$ cat src/rtl/pbu_pkg.sv
// Shared types, widths and codes for the palette bit-packed unpacker.
// No dependencies; used by every module of the block.
`timescale 1ns / 1ps

package pbu_pkg;

  // Default sizing for the top-level parameters
  localparam int DEF_PALETTE_DEPTH = 256;
  localparam int DEF_PACKED_DEPTH  = 16384;
  localparam int DEF_SIDE          = 16;

  // Field widths fixed by the item and register layout
  localparam int FUNC_W   = 2;
  localparam int ENTRY_W  = 14;
  localparam int DATA_W   = 16;
  localparam int BYTE_W   = 8;
  localparam int BPE_W    = 6;
  localparam int COUNT_W  = 9;
  localparam int SIZE_W   = 15;
  localparam int LOC_W    = 4;
  localparam int STATUS_W = 2;
  localparam int PIDX_W   = 32;

  // Gather geometry: five bytes cover any 32-bit index at any bit offset
  localparam int GATHER_BYTES = 5;
  localparam int MAX_WIDTH    = 32;
  localparam int STEP_W       = 3;
  localparam int POS_W        = ENTRY_W + BPE_W;  // entry * clamped width
  localparam int BASE_W       = POS_W - 3;        // byte address of first byte
  localparam int LIM_W        = 18;               // byte address plus step, and limits

  // APB register file
  localparam int PADDR_W = 4;
  localparam int PDATA_W = 32;

  localparam logic [1:0] REG_BPE   = 2'd0;
  localparam logic [1:0] REG_COUNT = 2'd1;
  localparam logic [1:0] REG_SIZE  = 2'd2;

  // Item function codes
  localparam logic [FUNC_W-1:0] FUNC_PAL_WR  = 2'd0;
  localparam logic [FUNC_W-1:0] FUNC_BYTE_WR = 2'd1;
  localparam logic [FUNC_W-1:0] FUNC_READ    = 2'd2;

  // Result status codes
  localparam logic [STATUS_W-1:0] ST_OK    = 2'd0;
  localparam logic [STATUS_W-1:0] ST_RANGE = 2'd1;
  localparam logic [STATUS_W-1:0] ST_EMPTY = 2'd2;

  typedef enum logic [1:0] {
    S_IDLE,
    S_GATHER,
    S_FINISH
  } top_state_t;

  typedef enum logic [1:0] {
    G_IDLE,
    G_POS,
    G_FETCH,
    G_EXTRACT
  } gth_state_t;

  // Requests from the top level into the gather unit
  typedef struct packed {
    logic                 start;
    logic                 wr_en;
    logic [ENTRY_W-1:0]   wr_addr;
    logic [BYTE_W-1:0]    wr_data;
  } gth_req_t;

  // Completion from the gather unit
  typedef struct packed {
    logic              done;
    logic [PIDX_W-1:0] pidx;
  } gth_stat_t;

endpackage

$ cat src/rtl/pbu_split.sv
// Splits an entry index into x/z/y coordinates by reciprocal multiplication.
// Depends on pbu_pkg.
`timescale 1ns / 1ps

module pbu_split #(
  parameter int SIDE = pbu_pkg::DEF_SIDE
) (
  input  logic                        clk,
  input  logic                        start,
  input  logic [pbu_pkg::ENTRY_W-1:0] entry,
  output logic [pbu_pkg::LOC_W-1:0]   local_x,
  output logic [pbu_pkg::LOC_W-1:0]   local_z,
  output logic [pbu_pkg::LOC_W-1:0]   local_y
);
  import pbu_pkg::*;

  // ceil(2^32 / d) gives an exact floor quotient for 14-bit dividends
  localparam logic [63:0] RECIP_SIDE =
    ((64'd1 << 32) + 64'(SIDE) - 64'd1) / 64'(SIDE);
  localparam logic [63:0] RECIP_PLANE =
    ((64'd1 << 32) + 64'(SIDE * SIDE) - 64'd1) / 64'(SIDE * SIDE);
  localparam int PROD_W = ENTRY_W + 32;

  logic [ENTRY_W-1:0] entry_r;
  logic [ENTRY_W-1:0] q_side;
  logic [ENTRY_W-1:0] q_plane;
  logic [PROD_W-1:0]  prod_side;
  logic [PROD_W-1:0]  prod_plane;
  logic [ENTRY_W-1:0] rem_x;
  logic [ENTRY_W-1:0] rem_z;

  assign prod_side  = PROD_W'(entry) * PROD_W'(RECIP_SIDE[31:0]);
  assign prod_plane = PROD_W'(entry) * PROD_W'(RECIP_PLANE[31:0]);

  // Quotients registered before the back-multiply
  always_ff @(posedge clk) begin
    if (start) begin
      entry_r <= entry;
      q_side  <= prod_side[PROD_W-1:32];
      q_plane <= prod_plane[PROD_W-1:32];
    end
  end

  // Remainders by constant multiply and subtract
  assign rem_x = entry_r - ENTRY_W'(q_side * ENTRY_W'(SIDE));
  assign rem_z = q_side - ENTRY_W'(q_plane * ENTRY_W'(SIDE));

  assign local_x = rem_x[LOC_W-1:0];
  assign local_z = rem_z[LOC_W-1:0];
  assign local_y = q_plane[LOC_W-1:0];

endmodule

$ cat config.mk
export PLATFORM = sky130hd
export DESIGN_NAME = pbu_split
export DESIGN_NICKNAME = d
export VERILOG_FILES = /design/src/rtl/pbu_pkg.sv /design/src/rtl/pbu_split.sv
export SDC_FILE = /design/constraint.sdc
export NUM_CORES = 1
export LEC_CHECK = 0
export BUFFER_PORTS_ARGS = -buffer_cell sky130_fd_sc_hd__buf_4
export CAP_MARGIN = 20
export CORE_AREA = 8 8 45 47
export CTS_CLUSTER_DIAMETER = 60
export DETAILED_ROUTE_END_ITERATION = 8
export DIE_AREA = 0 0 53 55
export GPL_ROUTABILITY_DRIVEN = 0
export PLACE_DENSITY_LB_ADDON = 0.08
export SETUP_SLACK_MARGIN = 0.15
export SYNTH_ARGS = -nofsm -noshare
export SYNTH_HDL_FRONTEND = slang
export SYNTH_SLANG_ARGS = --single-unit
$ cat constraint.sdc
create_clock -name clk -period 0.8 [get_ports clk]
set_input_delay 0.16 -clock clk [delete_from_list [all_inputs] [get_ports clk]]
set_output_delay 0.16 -clock clk [all_outputs]
set_load 0.02 [all_outputs]
==> metrics.txt, run 1 <==
area of the multi-input gates=0 um^2; max-cap violation count=0; vias in the first global route=268; CP cell instances=buf_6; Initial DRC Count=1; WHS Path Cells=1; Crit Path Class=register to primary output; WP buf/inv=1; CP endpoint kind=primary output; Place WS=0.1044 ns; count of final setup violators=12; Max-slew headroom=0.8984; worst vdd ir=1.091 mV; Worst EP arrival=0.82 ns; Die Span Y=55 um; FP Rows=14; CP Max Fanout=1; number of synthesized register bits=12; CTS Hold Bufs=0; cells after synthesis=12; IO buf count=25; first-pass GRT wire length=1338 um; final period utilization=1.220; top-count cell post-synth=edfxtp_1; # Post-CTS Setup Buffers=0; synth warn=0; initial core utilization=0.2604; RSZ-0062 raised after global routing=true; violated checks=negative setup slack; Vias=221; CP required=0.64 ns; leading area contributor after synthesis=edfxtp_1; Final Hold Viols=0; post-route setup slack=-0.1756 ns; Post-Route WL=911 um; Worst Hold Launch=entry[10]; core area=1384 um^2; Antenna Violating Nets Remaining=0; Area contributors post-synth=edfxtp_1; filler instances=133; Pwr Density=2124 nW/um^2; commonest register cell after synthesis=edfxtp_1; Area Growth Syn to Fin=77.43%; Seq/Total Area, Yosys=1.000; Sink Count=12; final instance area=639.4 um^2; drc violations=0; Synth top area share=1.000; H-tree depth=1; Syn Std Cell Area=360.3 um^2; via density per instance=3.877; outcome=finished, violations left; number of antenna violations at the first check in global routing=0; Post-synth ARST share=0; Pleak=0.2679 nW; die area=2915 um^2; Avg WL per Cell=15.98 um; CTS Buffer Depth=2; clock-pin slew on the worst setup and hold paths=0.07 ns; Tot Pwr=1.358 mW; clock tree root buffer cell=clkbuf_4; Syn Nets=28; class of the worst hold path=input port to register; critical path launch point type=register; CP max-delay cell=edfxtp_1; gr usage total=0.06811; synthesized area per cell=30.03 um^2; DRT Pass-1 Iters=2; Period minus WS final=0.9756 ns; num ports=28; diode count=0; chip width=53 um; crit-path leading delay family=flip-flops; CTS Buf Count=3; GR Overflow Total=0; # nets final=58; synth unique cells=1; CTS tree=done; share of cells above drive strength 1=0.6829; Commonest cells post-synth=edfxtp_1; pins over their slew limit=0; number of multi-input logic gates=0; WHS Endpoint=q_plane[2]; Fmax=1025 MHz; CP peak stage delay=0.40 ns; Slew @ Worst Pin=0.1524 ns; number of synthesized flops with an enable pin=12; Post-DP Area=568.0 um^2; largest net degree at the start of global routing=13
## cell families after synthesis
kind of cell / count (synthesis) / share of synthesized area
flops: 12 / 1.000
## what timing repair did
action,CTS,global route
hold endpoints to repair,0,0
setup endpoints to repair,12,12
gates resized for setup,12,0
## power by group
part / switching [mW] / internal, mW / total [mW]
Sequential: 0.0224 / 0.748 / 0.770
Clock: 0.183 / 0.180 / 0.363
Combinational: 0.0996 / 0.125 / 0.225
## state kept, by name (all words and copies together), names as in the netlist
signal and cells:
entry_r 4, q_plane 4, q_side 4
## metal layers
layer  vias up  global-route usage  share of wire  wire length, um
li1        107                   -              -                -
met1        88             0.07413           0.48              440
met3         0             0.05615           0.21              194
met5         -                   0              0                0
met2        26             0.07813           0.30              276
met4         0             0.06466              0                0
## area by class of cell
| type | instances | area (um^2) | area share |
|---|---|---|---|
| flip-flops and latches | 12 | 360.3 | 0.5636 |
| well taps | 16 | 20.02 | 0.03131 |
| clock inverters | 1 | 3.754 | 0.005871 |
| clock buffers | 3 | 22.52 | 0.03523 |
| repair buffers | 25 | 232.7 | 0.3640 |
## worst max path at each step
stage                    start         end  cells past startpoint
finish               q_side[1]  local_z[1]                      1
global route         q_side[1]  local_z[1]                      1
detailed placement   q_side[1]  local_z[1]                      1
CTS                  q_side[1]  local_z[1]                      1
global placement     q_side[1]  local_z[1]                      1
floorplan           entry_r[0]  local_x[0]                      0
## through the flow
stage	TNS, ns	cells	hold slack, ns	util
floorplan	0	12	0.2589	-
global placement	0	53	0.3393	0.4105
detailed placement	0	53	0.3395	0.4105
CTS	-2.023	57	0.05785	0.4620
global route	-2.398	57	0.04159	0.4620
finish	-1.831	57	0.06866	0.4620
## cells in the final DEF (no fill, tap or decap)
cell,count
buf_4,13
edfxtp_1,12
buf_6,12
clkbuf_4,3
clkinv_1,1
Note: power is estimated with default switching activity, not from simulation.
==> run 2: changes to the inputs <==
Settings changed: CORE_AREA 8 8 45 47 to 3 3 40 42, DIE_AREA 0 0 53 55 to 0 0 43 45.
==> run 2 against run 1 <==
Effect of this change: the flow still finishes with violations (negative setup slack); global-route usage grew 1.4 points; core utilization grew 3.2 points; combinational power is essentially flat; sequential share of layout area up 0.44 points; hold slack better by 0.010 ns; die area down 34%; count of clock-buffer cells in the layout did not move; flip-flop and latch count is the same; design area fell by 0.78%; critical path type unchanged; critical endpoint is now local_x[0].
==> metrics.txt, run 2 (synthesis gave the netlist of run 1 again) <==
clock-pin slew on the worst setup and hold paths=0.06 ns (about the same); CP cell instances=buf_6; class of the worst hold path=input port to register; max-cap violation count=0 (unchanged); Comb power frac=0.168 (+0.002); Largest regs=entry_r x4, q_plane x4, q_side x4; CP endpoint kind=primary output; num ports=28 (unchanged); CP required=0.64 ns (about the same); Period minus WS final=0.9546 ns (-0.02099 ns); # nets final=58 (unchanged); filler instances=124 (-6.8%); Max-slew headroom=0.9003 (+0.001869); Pleak=0.2663 nW (-0.58%); Post-DP Area=566.8 um^2 (-0.22%); core area=1285 um^2 (-7.1%); pins over their slew limit=0 (unchanged); number of antenna violations at the first check in global routing=0 (unchanged); FP Rows=13 (-1); WP buf/inv=1 (unchanged); Sink Count=12 (unchanged); Initial DRC Count=6 (+5); Area Growth Syn to Fin=76.04%; RSZ-0062 raised after global routing=true; chip width=43 um (-19%); crit-path leading delay family=flip-flops; worst vdd ir=0.9850 mV (-9.7%); Post-Route WL=689 um (-24%); initial core utilization=0.2804 (+0.02003); CP peak stage delay=0.39 ns (about the same); CP Max Fanout=1 (unchanged); area of the multi-input gates=0 um^2 (unchanged); DRT Pass-1 Iters=2 (unchanged); NetSw=273.3 uW (-10%); final instance area=634.4 um^2 (-0.78%); CTS Buffer Depth=2 (unchanged); vias in the first global route=227 (-15%); number of multi-input logic gates=0 (unchanged); Sw Share=0.2071 (-0.01741); power share of the sequential group=0.584 (+0.017); CTS tree=done; Antenna Violating Nets Remaining=0 (unchanged); share of cells above drive strength 1=0.7000 (+0.01707); Fmax=1048 MHz (+2.2%); P_int=1.047 mW (-0.62%); commonest non-fill, non-tap cell in the layout=buf_4; first-pass GRT wire length=1062 um (-21%); clock share of power=0.248 (-0.019); via density per instance=3.927 (+1.3%); outcome=finished, violations left; drc violations=0 (unchanged); most frequent cells in the layout=buf_4, edfxtp_1, buf_6, clkbuf_4; clock tree root buffer cell=clkbuf_4; CTS Buf Count=3 (unchanged); Worst EP arrival=0.79 ns (-0.03 ns); Pwr Density=2080 nW/um^2 (-2.0%); Avg WL per Cell=12.53 um (-22%); die area=1935 um^2 (-34%); Final Hold Viols=0 (unchanged); Slew @ Worst Pin=0.1496 ns (-0.002803 ns); H-tree depth=1 (unchanged); largest net degree at the start of global routing=13 (unchanged); Die Span Y=45 um (-18%); Tot Pwr=1.320 mW (-2.8%); violated checks=negative setup slack; GR Overflow Total=0 (unchanged); CP max-delay cell=edfxtp_1; diode count=0 (unchanged); gr usage total=0.08184 (+0.01374); Place WS=0.1154 ns (+0.01104 ns); IO buf count=25 (unchanged); post-route setup slack=-0.1546 ns (+0.02099 ns); count of final setup violators=12 (unchanged); critical path launch point type=register; Vias=216 (-2.3%); Crit Path Class=register to primary output; final period utilization=1.193 (-0.02623)
run 2: cell count changes in the layout (fill, tap and decap cells not counted):
cell / before / now
clkinv_1: 1 / 0
run 2: per-stage QoR:
| step | hold slack [ns] | std cells | utilization | setup TNS (ns) |
|---|---|---|---|---|
| global placement | 0.3386 | 52 | 0.4411 | 0 |
| CTS | 0.06885 | 55 | 0.4937 | -1.841 |
| global route | 0.06215 | 55 | 0.4937 | -2.132 |
| floorplan | 0.2589 | 12 | - | 0 |
| detailed placement | 0.3395 | 52 | 0.4411 | 0 |
| finish | 0.07884 | 55 | 0.4937 | -1.686 |
run 2: worst paths after layout:
kind / startpoint / endpoint / slack, ns / cells past startpoint
worst min-delay path: entry[0] / entry_r[0] / 0.08 / 1
worst max-delay path: entry_r[0] / local_x[0] / -0.15 / 1
run 2: final cells by class:
type	count	area [um^2]	share of cell area
clock buffer	3	22.52	0.03550
sequential	12	360.3	0.5680
tap	15	18.77	0.02959
timing repair buffer	25	232.7	0.3669
run 2: routing by layer:
layer | share of wire | GRT usage | up-vias
met4 | 0 | 0.05422 | 0
li1 | - | - | 105
met1 | 0.45 | 0.1137 | 85
met3 | 0.22 | 0.04781 | 0
met5 | 0 | 0 | -
met2 | 0.33 | 0.09281 | 26
run 2: what timing repair did:
item | CTS | global route
hold buffers | 0 | 0
setup endpoints to repair | 12 | 12
gates resized for setup | 12 | 0
setup buffers | 0 | 0
run 2: power groups by stage:
stage	clock network [mW]	logic, mW	registers, mW
global placement	0	0.196	0.775
detailed placement	0	0.197	0.776
CTS	0.341	0.225	0.772
floorplan	0	0	0.839
global route	0.379	0.232	0.775
finish	0.327	0.222	0.771
==> run 3: changes to the inputs <==
Settings changed: CORE_AREA 3 3 40 42 to 2 2 39 41, DIE_AREA 0 0 43 45 to 0 0 41 43, RECOVER_POWER set to 25.
==> run 3 against run 2 <==
Effect of this change: the flow still finishes with violations (negative setup slack); highest routed layer unchanged; routed wire length is 9.1% higher; non-clock buffer count stayed put; global-route usage is 2.3 points higher; clock power is 11% higher; combinational power is 2% lower; hold slack worse by 0.011 ns; via count is 5.1% higher; die area is 8.9% lower; fmax is 2.0% lower; core utilization is 3.4 points lower; sequential power hardly changed; design area is 0.20% higher.
==> metrics.txt, run 3 (synthesis gave the netlist of run 1 again) <==
Sink Count=12 (unchanged); largest net degree at the start of global routing=13 (unchanged); pins over their slew limit=0 (unchanged); CP cell instances=buf_6; CP peak stage delay=0.40 ns (about the same); Die Span Y=43 um (-4.4%); Tot Pwr=1.351 mW (+2.4%); initial core utilization=0.2604 (-0.02003); Worst EP arrival=0.81 ns (+0.02 ns); share of cells above drive strength 1=0.6829 (-0.01707); critical path launch point type=register; most frequent cells in the layout=edfxtp_1, buf_6, clkbuf_4, buf_4, clkinv_1; CP Max Fanout=1 (unchanged); Comb power frac=0.162 (-0.006); number of multi-input logic gates=0 (unchanged); Period minus WS final=0.9746 ns (+0.01994 ns); chip width=41 um (-4.7%); num ports=28 (unchanged); Place WS=0.1021 ns (-0.01336 ns); Post-Route WL=752 um (+9.1%); CTS Buffer Depth=2 (unchanged); core area=1384 um^2 (+7.7%); Final Hold Viols=0 (unchanged); die area=1763 um^2 (-8.9%); clock tree root buffer cell=clkbuf_4; CP endpoint kind=primary output; Placed Cells=53 (+1.9%); max-cap violation count=0 (unchanged); class of the worst hold path=input port to register; final period utilization=1.218 (+0.02492); GR Util met2=0.1188 (+0.02594); M1 GR Usage=0.1474 (+0.03367); Area Growth Syn to Fin=76.39%; Pleak=0.2654 nW (-0.34%); violated checks=negative setup slack; met3 Resource Use GR=0.03665 (-0.01116); Largest regs=entry_r x4, q_plane x4, q_side x4; IO buf count=25 (unchanged); P_int=1.050 mW (+0.29%); DRT Pass-1 Iters=4 (+2); post-route setup slack=-0.1746 ns (-0.01994 ns); outcome=finished, violations left; Top Usage Layer GRT=met1; first-pass GRT wire length=1117 um (+5.2%); Crit Path Class=register to primary output; drc violations=0 (unchanged); Crit. Startpoint=entry_r[0]; commonest non-fill, non-tap cell in the layout=edfxtp_1; Slew @ Worst Pin=0.1501 ns (+0.0005034 ns); WP buf/inv=1 (unchanged); GR Overflow Total=0 (unchanged); Avg WL per Cell=13.19 um (+5.3%); gr usage total=0.1052 (+0.02331); Initial DRC Count=5 (-1); CP required=0.64 ns (about the same); RSZ-0062 raised after global routing=true; total negative slack=-1.866 ns (-0.1804 ns); Pwr Density=2126 nW/um^2 (+2.2%); clock-pin slew on the worst setup and hold paths=0.07 ns (about the same); CTS tree=done; Antenna Violating Nets Remaining=0 (unchanged); # nets final=58 (unchanged); clock share of power=0.269 (+0.021); vias in the first global route=245 (+7.9%); number of antenna violations at the first check in global routing=0 (unchanged); filler instances=121 (-2.4%); Vias=227 (+5.1%); Max-slew headroom=0.8999 (about the same); FP Rows=14 (+1); Setup crit end=local_x[0]; power share of the sequential group=0.570 (-0.014); count of final setup violators=12 (unchanged); CP max-delay cell=edfxtp_1; Fmax=1026 MHz (-2.0%); Sw Share=0.2234 (+0.01634); worst vdd ir=0.9107 mV (-7.5%); H-tree depth=1 (unchanged); NetSw=301.9 uW (+10%); FF/Latch Area=360.3 um^2 (unchanged); Worst path depth=1 (unchanged); CTS Hold Bufs=0 (unchanged); area of the multi-input gates=0 um^2 (unchanged); via density per instance=3.982 (+1.4%); non-filler cells, final=57 (+3.6%); diode count=0 (unchanged); CTS Buf Count=3 (unchanged); crit-path leading delay family=flip-flops
## run 3: power groups by stage
stage          Combinational (mW)  Sequential (mW)  Clock, mW
2_1_floorplan                   0            0.839          0
3_3_place_gp                0.195            0.775          0
3_5_place_dp                0.199            0.776          0
4_1_cts                     0.224            0.771      0.383
5_1_grt                     0.234            0.774      0.417
6_report                    0.218            0.770      0.363
## run 3: per-stage QoR
step	hold slack (ns)	utilization	instance area [um^2]
6_report	0.06761	0.4593	635.6
5_1_grt	0.05526	0.4593	635.6
4_1_cts	0.05469	0.4593	635.6
3_5_place_dp	0.3401	0.4105	568.0
3_3_place_gp	0.3392	0.4105	568.0
2_1_floorplan	0.2589	-	360.3
## run 3: worst min path at each step
stage	from	end	cells after the start	slack [ns]
after detailed placement	entry[2]	entry_r[2]	1	0.34
after global routing	entry[4]	q_side[0]	1	0.06
after CTS	entry[5]	q_side[1]	1	0.05
final	entry[2]	entry_r[2]	1	0.07
after global placement	entry[5]	q_side[1]	1	0.34
after floorplan	entry[0]	entry_r[0]	0	0.26
## run 3: metal layers
| layer | vias up | part of all wire |
|---|---|---|
| met5 | - | 0 |
| met4 | 0 | 0 |
| met2 | 26 | 0.39 |
| met3 | 0 | 0.16 |
| met1 | 95 | 0.45 |
| li1 | 106 | - |
## run 3: final cells by class
class / count / area share
Clock buffer: 3 / 0.03543
Clock inverter: 1 / 0.005906
Sequential cell: 12 / 0.5669
Tap cell: 16 / 0.03150
Timing Repair Buffer: 25 / 0.3602
## run 3: timing repair
| action | CTS | global route |
|---|---|---|
| setup buffers | 0 | 0 |
| endpoints found under the hold margin | 0 | 0 |
| pin swaps | 0 | 0 |
| gates resized for setup | 11 | 0 |
| endpoints found under the setup margin | 12 | 12 |
